===== src/rtl/ochr_pkg.sv =====
`default_nettype none

package ochr_pkg;

  // Geometry
  localparam int MODULES           = 2;
  localparam int INPUTS_PER_MODULE = 2;
  localparam int TOTAL_INPUTS      = MODULES * INPUTS_PER_MODULE;

  // Field and register widths
  localparam int TIME_W   = 32;
  localparam int REG_W    = 20;
  localparam int MOD_W    = 1;
  localparam int INP_W    = 1;
  localparam int BITMAP_W = 2;
  localparam int POS_W    = $clog2(TOTAL_INPUTS);
  localparam int CFG_IDX_W = 2;

  // Register reset values
  localparam logic [REG_W-1:0] MAX_INTERVAL_RST = REG_W'(60000);
  localparam logic [REG_W-1:0] MIN_INTERVAL_RST = REG_W'(4000);

  // Register indexes
  localparam logic [CFG_IDX_W-1:0] CFG_MAX_INTERVAL = CFG_IDX_W'(0);
  localparam logic [CFG_IDX_W-1:0] CFG_MIN_INTERVAL = CFG_IDX_W'(1);

  // Item modes
  localparam logic MODE_STATUS = 1'b0;
  localparam logic MODE_SCAN   = 1'b1;

  typedef enum logic [1:0] {
    PH_INIT = 2'd0,
    PH_SCAN = 2'd1,
    PH_HOLD = 2'd2
  } phase_t;

  typedef struct packed {
    logic [MOD_W-1:0] report_module;
    logic [INP_W-1:0] report_input;
    logic             report_value;
  } report_t;

  typedef struct packed {
    logic                mode;
    logic [TIME_W-1:0]   now_time;
    logic [MOD_W-1:0]    module_index;
    logic [BITMAP_W-1:0] input_bitmap;
  } item_t;

  // Wrapping time compare: deadline has passed when (now - deadline) lies in 1 .. 2^31-1
  function automatic logic time_passed(input logic [TIME_W-1:0] now,
                                       input logic [TIME_W-1:0] deadline);
    logic [TIME_W-1:0] diff;
    diff = now - deadline;
    return (diff != '0) && !diff[TIME_W-1];
  endfunction

endpackage

`default_nettype wire


===== src/rtl/opto_change_heartbeat_reporter_top.sv =====
`default_nettype none

// Opto change reporter with heartbeat. Status items (mode 0) write one
// module's input levels; scan items (mode 1) carry the current time and,
// when not held off, check one input each, round robin. An input is reported
// when its level changed since its last report or when its heartbeat deadline
// has passed; after any report, scans are held off for min_interval. The
// first scan after reset only arms the deadlines. Times wrap modulo 2^32.
// Each item yields zero or one report. Throughput is one item per clock while
// the input is not stalled: an item is registered on entry, evaluated
// combinationally against the per-input state held in flops, and any report
// lands in a one-deep output register. Input stall only rises when a report
// is waiting behind a stalled output; items with no report pass regardless.
// Configuration (index 0 max_interval, index 1 min_interval, others ignored)
// is to be written only while the block is idle.
module opto_change_heartbeat_reporter_top
  import ochr_pkg::*;
(
  input  wire logic                 clk,
  input  wire logic                 rst_n,
  // configuration
  input  wire logic                 cfg_we,
  input  wire logic [CFG_IDX_W-1:0] cfg_index,
  input  wire logic [REG_W-1:0]     cfg_wdata,
  // input channel
  input  wire logic                 in_valid,
  output      logic                 in_stall,
  input  wire logic                 in_mode,
  input  wire logic [TIME_W-1:0]    in_now_time,
  input  wire logic [MOD_W-1:0]     in_module_index,
  input  wire logic [BITMAP_W-1:0]  in_input_bitmap,
  // result channel
  output      logic                 out_valid,
  input  wire logic                 out_stall,
  output      logic [MOD_W-1:0]     out_report_module,
  output      logic [INP_W-1:0]     out_report_input,
  output      logic                 out_report_value
);

  logic [REG_W-1:0] max_interval_r;
  logic [REG_W-1:0] min_interval_r;

  // input register
  logic    s1_valid_r, s1_valid_nxt;
  item_t   s1_item_r;
  logic    in_xfer;
  logic    adv;

  // core / output slot
  logic    res_valid;
  report_t res;
  logic    out_free;
  report_t out_rep;

  // config writes
  always_ff @(posedge clk) begin
    if (!rst_n) begin
      max_interval_r <= MAX_INTERVAL_RST;
      min_interval_r <= MIN_INTERVAL_RST;
    end else if (cfg_we) begin
      case (cfg_index)
        CFG_MAX_INTERVAL: max_interval_r <= cfg_wdata;
        CFG_MIN_INTERVAL: min_interval_r <= cfg_wdata;
        default: begin
          max_interval_r <= max_interval_r;
        end
      endcase
    end
  end

  // stage item leaves when it yields no report or the output slot can take it
  assign adv      = s1_valid_r && (!res_valid || out_free);
  assign in_stall = s1_valid_r && !adv;
  assign in_xfer  = in_valid && !in_stall;

  always_comb begin
    s1_valid_nxt = s1_valid_r;
    if (in_xfer) begin
      s1_valid_nxt = 1'b1;
    end else if (adv) begin
      s1_valid_nxt = 1'b0;
    end
  end

  always_ff @(posedge clk) begin
    if (!rst_n) begin
      s1_valid_r <= 1'b0;
    end else begin
      s1_valid_r <= s1_valid_nxt;
    end
  end

  always_ff @(posedge clk) begin
    if (in_xfer) begin
      s1_item_r.mode         <= in_mode;
      s1_item_r.now_time     <= in_now_time;
      s1_item_r.module_index <= in_module_index;
      s1_item_r.input_bitmap <= in_input_bitmap;
    end
  end

  ochr_core u_core (
    .clk          (clk),
    .rst_n        (rst_n),
    .item         (s1_item_r),
    .fire         (adv),
    .max_interval (max_interval_r),
    .min_interval (min_interval_r),
    .res_valid    (res_valid),
    .res          (res)
  );

  ochr_out_reg u_out (
    .clk       (clk),
    .rst_n     (rst_n),
    .load      (adv && res_valid),
    .rep       (res),
    .out_stall (out_stall),
    .free      (out_free),
    .out_valid (out_valid),
    .out_rep   (out_rep)
  );

  assign out_report_module = out_rep.report_module;
  assign out_report_input  = out_rep.report_input;
  assign out_report_value  = out_rep.report_value;

endmodule

`default_nettype wire


===== src/rtl/ochr_core.sv =====
`default_nettype none

module ochr_core
  import ochr_pkg::*;
(
  input  wire logic             clk,
  input  wire logic             rst_n,
  input  wire item_t            item,
  input  wire logic             fire,
  input  wire logic [REG_W-1:0] max_interval,
  input  wire logic [REG_W-1:0] min_interval,
  output      logic             res_valid,
  output      report_t          res
);

  phase_t                       phase_r, phase_nxt;
  logic [TOTAL_INPUTS-1:0]      latest_r, latest_nxt;
  logic [TOTAL_INPUTS-1:0]      reported_r, reported_nxt;
  logic [TIME_W-1:0]            refresh_r [TOTAL_INPUTS];
  logic [TIME_W-1:0]            refresh_nxt [TOTAL_INPUTS];
  logic [TIME_W-1:0]            holdoff_r, holdoff_nxt;
  logic [POS_W-1:0]             pos_r, pos_nxt;

  logic [POS_W-1:0]             pos;
  logic [TIME_W-1:0]            max_dl;
  logic [TIME_W-1:0]            min_dl;
  logic                         changed;
  logic                         expired;

  assign max_dl  = item.now_time + TIME_W'(max_interval);
  assign min_dl  = item.now_time + TIME_W'(min_interval);
  assign pos     = (32'(pos_r) >= TOTAL_INPUTS) ? '0 : pos_r;
  assign changed = latest_r[pos] != reported_r[pos];
  assign expired = time_passed(item.now_time, refresh_r[pos]);

  assign res_valid = (item.mode == MODE_SCAN) && (phase_r == PH_SCAN) && (changed || expired);
  assign res.report_module = MOD_W'(pos / INPUTS_PER_MODULE);
  assign res.report_input  = INP_W'(pos % INPUTS_PER_MODULE);
  assign res.report_value  = latest_r[pos];

  always_comb begin
    phase_nxt    = phase_r;
    latest_nxt   = latest_r;
    reported_nxt = reported_r;
    refresh_nxt  = refresh_r;
    holdoff_nxt  = holdoff_r;
    pos_nxt      = pos_r;
    if (item.mode == MODE_STATUS) begin
      if (32'(item.module_index) < MODULES) begin
        for (int j = 0; j < TOTAL_INPUTS; j++) begin
          if (j / INPUTS_PER_MODULE == 32'(item.module_index)) begin
            latest_nxt[j] = (j % INPUTS_PER_MODULE < BITMAP_W) ?
                            item.input_bitmap[(j % INPUTS_PER_MODULE) % BITMAP_W] : 1'b0;
          end
        end
      end
    end else begin
      case (phase_r)
        PH_INIT: begin
          for (int j = 0; j < TOTAL_INPUTS; j++) begin
            refresh_nxt[j] = max_dl;
          end
          pos_nxt   = '0;
          phase_nxt = PH_SCAN;
        end
        PH_HOLD: begin
          if (time_passed(item.now_time, holdoff_r)) begin
            phase_nxt = PH_SCAN;
          end
        end
        PH_SCAN: begin
          reported_nxt[pos] = latest_r[pos];
          pos_nxt = (32'(pos) == TOTAL_INPUTS - 1) ? '0 : pos + POS_W'(1);
          if (changed || expired) begin
            holdoff_nxt    = min_dl;
            refresh_nxt[pos] = max_dl;
            phase_nxt      = PH_HOLD;
          end
        end
        default: begin
          phase_nxt = phase_r;
        end
      endcase
    end
  end

  always_ff @(posedge clk) begin
    if (!rst_n) begin
      phase_r    <= PH_INIT;
      latest_r   <= '0;
      reported_r <= '0;
      holdoff_r  <= '0;
      pos_r      <= '0;
      for (int j = 0; j < TOTAL_INPUTS; j++) begin
        refresh_r[j] <= '0;
      end
    end else if (fire) begin
      phase_r    <= phase_nxt;
      latest_r   <= latest_nxt;
      reported_r <= reported_nxt;
      holdoff_r  <= holdoff_nxt;
      pos_r      <= pos_nxt;
      refresh_r  <= refresh_nxt;
    end
  end

endmodule

`default_nettype wire


===== src/rtl/ochr_out_reg.sv =====
`default_nettype none

module ochr_out_reg
  import ochr_pkg::*;
(
  input  wire logic    clk,
  input  wire logic    rst_n,
  input  wire logic    load,
  input  wire report_t rep,
  input  wire logic    out_stall,
  output      logic    free,
  output      logic    out_valid,
  output      report_t out_rep
);

  logic    valid_r, valid_nxt;
  report_t rep_r;

  // slot can take a new result if empty or being drained this cycle
  assign free = !valid_r || !out_stall;

  always_comb begin
    valid_nxt = valid_r;
    if (load) begin
      valid_nxt = 1'b1;
    end else if (!out_stall) begin
      valid_nxt = 1'b0;
    end
  end

  always_ff @(posedge clk) begin
    if (!rst_n) begin
      valid_r <= 1'b0;
    end else begin
      valid_r <= valid_nxt;
    end
  end

  always_ff @(posedge clk) begin
    if (load) begin
      rep_r <= rep;
    end
  end

  assign out_valid = valid_r;
  assign out_rep   = rep_r;

endmodule

`default_nettype wire

===== config.mk =====
export PLATFORM = sky130hd
export DESIGN_NAME = opto_change_heartbeat_reporter_top
export DESIGN_NICKNAME = d
export VERILOG_FILES = /design/src/rtl/ochr_pkg.sv /design/src/rtl/opto_change_heartbeat_reporter_top.sv /design/src/rtl/ochr_core.sv /design/src/rtl/ochr_out_reg.sv
export SDC_FILE = /design/constraint.sdc
export NUM_CORES = 1
export LEC_CHECK = 0
export BUFFER_PORTS_ARGS = -buffer_cell sky130_fd_sc_hd__buf_4
export CORE_MARGIN = 2
export CORE_UTILIZATION = 60
export DETAILED_ROUTE_END_ITERATION = 10
export PLACE_DENSITY = 0.81
export SYNTH_ARGS = -nofsm -noshare
export SYNTH_HDL_FRONTEND = slang
export SYNTH_SLANG_ARGS = --single-unit

===== constraint.sdc =====
create_clock -name clk -period 16.5 [get_ports clk]
set_input_delay 3.3 -clock clk [delete_from_list [all_inputs] [get_ports clk]]
set_output_delay 3.3 -clock clk [all_outputs]
set_load 0.01 [all_outputs]

==> results.ini, run 1 <==
[clock_tree]
cts_tree = built
cts_sinks = 253
cts.hold.buffers_added = 0
htreeDepth = 1
numCtsBuffers = 28
clk_pin_slew_ns = 0.06
ctsResizeCount = 0
cts_root_buffer = clkbuf_16
clock_latency_ns = 0.56
cts_buffer_depth = 3
postCtsSetupRepairBufs = 0

[power_and_ir_drop]
pwr_density_cell_nw_per_um2 = 98.02
power_mw = 1.766
power_leakage_nw = 6.806
peakVddDrop_uv = 80.56

[placement]
dp.cells = 2292
hpwl_mm = 35.88
routabilityCongestion = 0.9613
portBuffers = 67

[synth]
synthSimpleGateAreaFrac_pct = 19.32
synth_compound_area_share_pct = 19.50
muxShareOfSynthArea_pct = 10.60
synthTopCellsByCount = 321 x nand2_1, 214 x dfxtp_1, 160 x a21oi_1
synth-async-reset-ratio_pct = 0
yosysSeqAreaShare_pct = 33.05
synth-adder-area-share_pct = 8.520
synth_top_area_share_pct = 25.96
synth_edf_count = 39
synth.area.top_cells = dfxtp_1 26%, ha_1 8.0%, nand2_1 7.3%, edfxtp_1 7.1%, mux2i_1 5.8%
synth_most_common_cell = nand2_1
synth_fp_nets = 2149
synthCells = 1976
synth_ff_type = dfxtp_1
synth_xor_area_share_pct = 4.033
synth_area_leader_cell = dfxtp_1
yosys_warnings = 0
syn_avg_cell_area_um2 = 8.353
ys_ff_latch = 253
synthesis.area_um2 = 16510
synth_top_family_by_area = compound AO/OA/AOI/OAI gates
post_synth_num_cell_types = 85

[finish]
syn2layout_area_growth_pct = 9.187
layout-drive-gt1-share_pct = 9.785
fin_util_pct = 66.87
fin_nets = 2154
fin_cells = 2345

[route]
route.detailed.drc = 0
drt_iter0_markers = 1448
ant_nets = 0
wl_per_cell_um = 20.74
dr.pass1.iters = 6
wl_mm = 48.63
vias = 15120
via_per_inst = 6.448

[worst_setup_path]
critPathBufInv = 4
crit_fanout = 25
worstSetupPathType = flip-flop to output pin
start_kind = flip-flop
crit_chain = buf_4 -> mux4_2 -> inv_1 -> ha_1 -> a21oi_1 -> o211ai_1 -> a2111oi_0 -> a21oi_1 -> a21oi_1 -> o32a_1 -> nand4_1 -> nor4_4 -> buf_4 -> nor2_1 -> buf_4
cpMaxStageDelayCell = dfxtp_2
slowest_delay_ns = 0.75
worst-r2r-setup-slack_ns = 10.02
r2r-end = u_core.holdoff_r[14]
cp-startpoint = u_core.pos[0]
cp_data_required_time_ns = 13.20
ff2ff_path_depth = 16
cp-end-kind = output pin
cp.arrival_ns = 5.67
timing.rr.start = u_core.pos[1]
critPathTopFamily = compound AO/OA/AOI/OAI gates

[grt]
grt_use_total_pct = 33.82
grt_max_degree = 119
antenna_found_initial = 1
overflow = 0
grt_pass1_vias = 14410
grt_pass1_wl_mm = 77.45

[sta]
rsz0062_at_grt = no
fin_skew_ns = 0.02153
tightest_slew_ns = 1.101
slew_violations = 0
hold_slack_ns = 0.4547
hold_viol_final = 0
max_freq_mhz = 111.5
tns_ns = 0
slew_headroom_pct = 26.31
setup_viol = 0
period_share_pct = 54.38
period_minus_slack_ns = 8.972

[flow_run]
drv_cap = 0

[floorplan]
rows = 60
initial_utilization_pct = 61.24
die_w_um = 169.9
core_um2 = 26950
die_h_um = 169.9
die_area_um2 = 28850
pin_count = 68

[status]
status = complete, no violations

[worst_hold_path]
min_to = u_core.refresh_r[114]
hp-start = u_core.refresh_r[114]
hold_class = flip-flop to flip-flop
hold_depth = 2

worst reg2reg max path, stage by stage (launching register included):
cell and delay, ns:
dfxtp_2 0.78, buf_4 0.43, mux4_2 0.26, inv_1 0.04, ha_1 0.47, nand4_1 0.23
nor2_1 0.15, o31a_1 0.25, o21ai_1 0.26, or4_1 0.49, and4b_1 0.20, nor3_2 0.38
nand4_1 0.77, or2_2 0.61, inv_2 0.68, o211ai_1 0.20, a21oi_1 0.19
placed cells by master, fill, tap and decap left out, drive strengths merged, types with 38 or more instances in the layout:
master  netlist  routed
mux2i        95      95
o21ai       138     138
a21oi       160     160
edfxtp       39      39
inv         102     106
nand2       321     321
nand3        94      94
buf          36      77
clkbuf       66      38
ha          106     106
nor2        117     117
dfxtp       214     214
xnor2        48      48
flip-flops by register name, indices dropped and copies added (netlist names), 3 cells and up:
name	flops
u_core.refresh_r	128
s1_item_r	36
u_core.holdoff_r	32
max_interval_r	20
min_interval_r	20
u_core.latest_r	4
u_core.reported_r	4
u_out.out_rep	3
per-layer routing:
layer  share of wire [%]  wire length (µm)  global-route usage (%)
met1                  43             20810                   46.19
met2                  45             22060                   54.11
met3                 7.3              3565                   4.907
met4                 4.5              2192                   13.90
met5                   0                 0                       0
area by class of cell:
| class | count | area [µm²] |
|---|---|---|
| clock inverter | 14 | 130.1 |
| tap | 341 | 426.7 |
| multi-input combinational | 1519 | 10270 |
| clock buffer | 38 | 768.2 |
| antenna | 1 | 2.502 |
| sequential | 253 | 5458 |
| timing repair buffer | 77 | 581.8 |
| inverter | 102 | 382.9 |
| fill | 2240 | 8929 |
logic make-up after synthesis:
| logic type | after synthesis |
|---|---|
| buffers and inverters | 204 |
| xor gates and xnor gates | 76 |
| DFF | 253 |
| and+or+nand+nor | 696 |
| muxes | 132 |
| adders and majority gates | 110 |
| AOI/OAI and AO/OA | 505 |
how the worst max path moves through the flow:
| stage | endpoint | slack (ns) | cells after the start |
|---|---|---|---|
| finish | in_stall | 7.53 | 15 |
| global route | in_stall | 7.13 | 15 |
| CTS | in_stall | 7.55 | 15 |
| detailed placement | in_stall | 8.17 | 15 |
| global placement | in_stall | 8.36 | 14 |
| floorplan | in_stall | 8.74 | 15 |
power breakdown:
part / internal, mW / total, mW / switching, mW
combinational: 0.175 / 0.457 / 0.282
clock: 0.346 / 0.610 / 0.264
sequential: 0.661 / 0.700 / 0.0386
total: 1.18 / 1.77 / 0.584
per-stage QoR:
| stage | area, µm² | worst slack, ns |
|---|---|---|
| after floorplan | 16510 | 8.736 |
| after global placement | 17120 | 8.364 |
| after detailed placement | 17120 | 8.165 |
| after CTS | 18020 | 7.554 |
| after global routing | 18020 | 7.130 |
| final | 18020 | 7.528 |
Power figures use the tool's default switching activity.
==> run 2, diff against run 1 <==
--- a/config.mk
+++ b/config.mk
@@ -7,9 +7,9 @@
 export LEC_CHECK = 0
 export BUFFER_PORTS_ARGS = -buffer_cell sky130_fd_sc_hd__buf_4
 export CORE_MARGIN = 2
-export CORE_UTILIZATION = 60
+export CORE_UTILIZATION = 57
 export DETAILED_ROUTE_END_ITERATION = 10
-export PLACE_DENSITY = 0.81
+export PLACE_DENSITY = 0.8
 export SYNTH_ARGS = -nofsm -noshare
 export SYNTH_HDL_FRONTEND = slang
 export SYNTH_SLANG_ARGS = --single-unit
==> constraint.sdc (replaced) <==
create_clock -name clk -period 7.23 [get_ports clk]
set_input_delay 1.446 -clock clk [delete_from_list [all_inputs] [get_ports clk]]
set_output_delay 1.446 -clock clk [all_outputs]
set_load 0.01 [all_outputs]
==> results.ini, run 2 (synthesis results as in run 1) <==
[status]
status = complete, no violations

[floorplan]
core_um2 = 28630
die_area_um2 = 30340
pin_count = 68
die_w_um = 174.2
rows = 62
die_h_um = 174.2
initial_utilization_pct = 57.66

[clock_tree]
cts_tree = built
clk_pin_slew_ns = 0.06
cts_root_buffer = clkbuf_16
numCtsBuffers = 28
cts_buffer_depth = 3
cts.hold.buffers_added = 0
cts_sinks = 253
clock_latency_ns = 0.56
postCtsSetupRepairBufs = 0
ctsResizeCount = 0
htreeDepth = 1

[sta]
setup_viol = 0
period_minus_slack_ns = 6.638
slew_headroom_pct = 31.25
tns_ns = 0
hold_viol_final = 0
slew_violations = 0
layout_setup_ws_ns = 0.5919
fin_skew_ns = 0.01712
max_freq_mhz = 150.6
rsz0062_at_grt = no
tightest_slew_ns = 1.027
period_share_pct = 91.81

[grt]
antenna_found_initial = 0
grt_max_degree = 109
overflow = 0
grt_pass1_vias = 14320
grt_pass1_wl_mm = 76.60
grt_use_total_pct = 31.29

[finish]
fin_nets = 2157
layout_common_cells = 321 x nand2_1, 212 x dfxtp_1, 160 x a21oi_1
largest_reg_flops = 128
syn2layout_area_growth_pct = 10.01
layout-drive-gt1-share_pct = 9.825
top_register = u_core.refresh_r
final_common_cell = nand2_1
top_regs = u_core.refresh_r x128, s1_item_r x36, u_core.holdoff_r x32

[power_and_ir_drop]
power_leakage_nw = 6.844
power.internal_mw = 2.748
pwr_density_cell_nw_per_um2 = 224.3
p_switching_mw = 1.326
switching_share_pct = 32.55
power_mw = 4.074
p_seq_share_pct = 39.1
combPwrFrac_pct = 25.5
peakVddDrop_uv = 227.2
clock_power_share_pct = 35.4

[worst_setup_path]
critPathTopFamily = simple AND/OR/NAND/NOR gates
cp-end-kind = output pin
start_kind = flip-flop
worstSetupPathType = flip-flop to output pin
crit_top_cell = nor2_1
cp_data_required_time_ns = 5.78
cp.arrival_ns = 5.19
critPathBufInv = 3
cpMaxStageDelayCell = dfxtp_2
crit_chain = buf_12 -> mux4_2 -> inv_1 -> ha_1 -> a21oi_1 -> o21ai_1 -> a211oi_1 -> nor2_1 -> a31o_2 -> nor4_1 -> nand4_1 -> nor4_4 -> nor2_1 -> buf_4
slowest_delay_ns = 0.81
crit_fanout = 21

[flow_run]
drv_cap = 0

[placement]
portBuffers = 67
hpwl_mm = 35.92
place_ws_ns = 1.135
routabilityCongestion = 0.9598

[route]
wl_mm = 48.37
ant_nets = 0
route.detailed.drc = 0
vias = 14980
via_per_inst = 6.269
drt_iter0_markers = 1333
dr.pass1.iters = 5
wl_per_cell_um = 20.24

[worst_hold_path]
hold_class = flip-flop to flip-flop

## run 2: changes by cell type in the layout (fill, tap and decap cells not counted), sizes merged
cell	previous run	this run
inv	106	102
clkbuf	38	43
buf	77	80
clkinv	8	7
clkinvlp	1	0
## run 2: power groups by stage
stage / Sequential (mW) / Combinational [mW] / Clock (mW)
after floorplan: 1.58 / 0.763 / 0
after global placement: 1.62 / 0.997 / 0
after detailed placement: 1.62 / 1.01 / 0
after CTS: 1.59 / 1.02 / 1.46
after global routing: 1.60 / 1.14 / 1.51
final: 1.59 / 1.04 / 1.44
## run 2: metal layers
layer  up-vias  share of wire, %  track usage [%]
met2       565                46            51.28
met3       123               6.8            4.418
met4         0               4.5            12.43
met5         -                 0                0
li1       7137                 -                -
met1      7157                43            41.84
## run 2: cell type report
type	instances	area (µm²)
Multi-Input combinational cell	1519	10270
Clock inverter	8	93.84
Sequential cell	253	5458
Clock buffer	43	839.6
Inverter	102	382.9
Tap cell	384	480.5
Antenna cell	1	2.502
Fill cell	2465	10470
Timing Repair Buffer	80	629.4
## run 2: metrics by stage
step | instances | utilization (%) | cell area, µm² | hold slack [ns]
CTS | 2389 | 63.43 | 18160 | 0.4550
finish | 2390 | 63.44 | 18160 | 0.4540
detailed placement | 2338 | 60.17 | 17220 | 0.4453
global placement | 2338 | 60.17 | 17220 | 0.4385
floorplan | 1976 | - | 16510 | 0.4315
global route | 2389 | 63.43 | 18160 | 0.4650
## run 2: final timing paths
kind / startpoint / cells past startpoint / endpoint / slack (ns)
setup / recovery: u_core.pos[0] / 14 / in_stall / 0.59
hold reg to reg: u_core.refresh_r[5] / 2 / u_core.refresh_r[5] / 0.45
hold / removal: u_core.refresh_r[5] / 2 / u_core.refresh_r[5] / 0.45
setup reg to reg: u_core.pos[0] / 17 / u_core.holdoff_r[21] / 1.46
## run 2: worst reg2reg max path, cell delays in order (launching register included)
cell	delay (ns)
dfxtp_2	0.81
buf_12	0.30
mux4_2	0.55
inv_1	0.08
ha_1	0.32
a21oi_1	0.30
o21ai_1	0.18
a211oi_1	0.47
nor2_1	0.09
a31o_2	0.23
nor4_1	0.32
nand4_1	0.25
nor4_4	0.37
buf_4	0.37
or2_2	0.22
inv_2	0.34
o21ai_0	0.34
a21oi_1	0.07
==> run 3, diff against run 2 <==
--- a/config.mk
+++ b/config.mk
@@ -10,6 +10,7 @@
 export CORE_UTILIZATION = 57
 export DETAILED_ROUTE_END_ITERATION = 10
 export PLACE_DENSITY = 0.8
+export SETUP_SLACK_MARGIN = 0.05
 export SYNTH_ARGS = -nofsm -noshare
 export SYNTH_HDL_FRONTEND = slang
 export SYNTH_SLANG_ARGS = --single-unit
==> constraint.sdc (replaced) <==
create_clock -name clk -period 5.8 [get_ports clk]
set_input_delay 1.16 -clock clk [delete_from_list [all_inputs] [get_ports clk]]
set_output_delay 1.16 -clock clk [all_outputs]
set_load 0.01 [all_outputs]
==> results.ini, run 3 (synthesis results as in run 1) <==
[status]
status = complete, no violations

[placement]
post_dp_cell_area_um2 = 17340
routabilityCongestion = 0.9543
portBuffers = 67
hpwl_mm = 36.88
dp.cells = 2347

[sta]
max_freq_mhz = 177.5
tightest_slew_ns = 1.031
period_minus_slack_ns = 5.635
tns_ns = 0
fin_skew_ns = 0.01991
slew_headroom_pct = 30.97
period_share_pct = 97.16
setup_viol = 0
rsz0062_at_grt = no
slew_violations = 0
hold_viol_final = 0

[route]
wl_mm = 50.09
route.detailed.drc = 0
ant_nets = 0
via_per_inst = 6.251
wl_per_cell_um = 20.79
drt_iter0_markers = 1550
vias = 15070
dr.pass1.iters = 6
highest_layer = met4
wl_met3_mm = 3.471
dr_wl_met2_mm = 22.54
wl_met1_mm = 21.63

[finish]
layout_common_cells = 321 x nand2_1, 212 x dfxtp_1, 157 x a21oi_1
syn2layout_area_growth_pct = 12.17
fin_util_pct = 64.68
fin_nets = 2176
layout-drive-gt1-share_pct = 12.04
top_register = u_core.refresh_r
top_regs = u_core.refresh_r x128, s1_item_r x36, u_core.holdoff_r x32
final_common_cell = nand2_1
fin_cells = 2410
largest_reg_flops = 128
diodes = 0
design_area_um2 = 18520

[worst_setup_path]
cp_data_required_time_ns = 4.64
cp.arrival_ns = 4.48
start_kind = flip-flop
cp-end-kind = output pin
worstSetupPathType = flip-flop to output pin
r2r-end = u_core.holdoff_r[13]
worst-r2r-setup-slack_ns = 0.65
ff2ff_path_depth = 18
crit_fanout = 5
timing.rr.start = u_core.pos[0]

[floorplan]
rows = 62
pin_count = 68
die_w_um = 174.2
die_h_um = 174.2
core_um2 = 28630
die_area_um2 = 30340
initial_utilization_pct = 57.66

[power_and_ir_drop]
p_seq_share_pct = 38.5
peakVddDrop_uv = 204.0
p_switching_mw = 1.710
power_leakage_nw = 6.962
combPwrFrac_pct = 26.6
pwr_density_cell_nw_per_um2 = 278.2
switching_share_pct = 33.19
power.internal_mw = 3.441
clock_power_share_pct = 34.9

[worst_hold_path]
hp-start = u_core.refresh_r[43]
hold_depth = 2
min_to = u_core.refresh_r[43]
hold_class = flip-flop to flip-flop

[grt]
grt_max_degree = 126
grt_use_total_pct = 32.22
antenna_found_initial = 0
grt_pass1_vias = 14300
grt_pass1_wl_mm = 77.91
overflow = 0

[flow_run]
drv_cap = 0

[clock_tree]
cts_sinks = 253
htreeDepth = 1
numCtsBuffers = 29
cts_root_buffer = clkbuf_16
cts_buffer_depth = 3
clk_pin_slew_ns = 0.06
cts_tree = built
clock_latency_ns = 0.57

==> run 3: cell count changes in the layout (fill, tap and decap cells not counted), sizes merged <==
cell,change
diode,-1
clkbuf,-2
inv,+3
buf,+17
clkinv,+2
clkinvlp,+1
==> run 3: how the worst max path moves through the flow <==
stage | startpoint | endpoint | slack (ns)
2_1_floorplan | u_core.pos[0] | in_stall | 0.15
3_3_place_gp | u_core.pos[0] | in_stall | 0.03
3_5_place_dp | u_core.pos[0] | in_stall | 0.009
4_1_cts | u_core.pos[0] | in_stall | 0.07
5_1_grt | u_core.pos[0] | in_stall | 0.05
6_report | u_core.pos[0] | in_stall | 0.16
==> run 3: layout make-up <==
type | count | area (µm²)
clock inverter | 14 | 102.6
clock buffer | 40 | 817.0
tap | 384 | 480.5
timing repair buffer | 98 | 859.6
multi-input combinational | 1519 | 10410
inverter | 102 | 382.9
sequential | 253 | 5463
fill | 2405 | 10110
==> run 3: routing by layer <==
metal	track usage (%)	vias to the layer above
met5	0	-
met4	14.39	0
met3	4.353	148
met2	51.88	615
met1	43.33	7129
li1	-	7174
==> run 3: power by group through the flow <==
stage                     combinational (mW)  clock, mW  sequential, mW
after floorplan                        0.951          0            1.96
after detailed placement                1.29          0            2.02
final                                   1.37       1.80            1.98
after CTS                               1.31       1.81            1.98
after global routing                    1.49       1.88            1.99
after global placement                  1.28          0            2.01
==> run 3: critical path, stage by stage, from the launching register on <==
cell and delay, ns:
dfxtp_4 0.41, buf_8 0.15, mux4_2 0.52, inv_1 0.07, ha_1 0.28, nor2b_1 0.18
o31a_1 0.37, o211a_4 0.28, o21ai_0 0.23, a21o_1 0.26, o22a_1 0.20, o2111ai_1 0.19
nor4_4 0.32, buf_4 0.18, nor2_1 0.09, buf_4 0.16
==> run 3: through the flow <==
stage | hold slack (ns) | power, mW | worst slack [ns]
after floorplan | 0.4315 | 2.915 | 0.1541
after global placement | 0.4386 | 3.293 | 0.02886
after detailed placement | 0.4434 | 3.311 | 0.009093
after CTS | 0.4544 | 5.094 | 0.06554
after global routing | 0.4686 | 5.357 | 0.04552
final | 0.4536 | 5.151 | 0.1649
==> run 3: timing repair <==
action	CTS	global route
pin swaps	1	9
endpoints found under the setup margin	1	1
endpoints found under the hold margin	0	0
hold buffers	0	0
buffers inserted	4	4
gates cloned	0	1
resized for setup	6	28
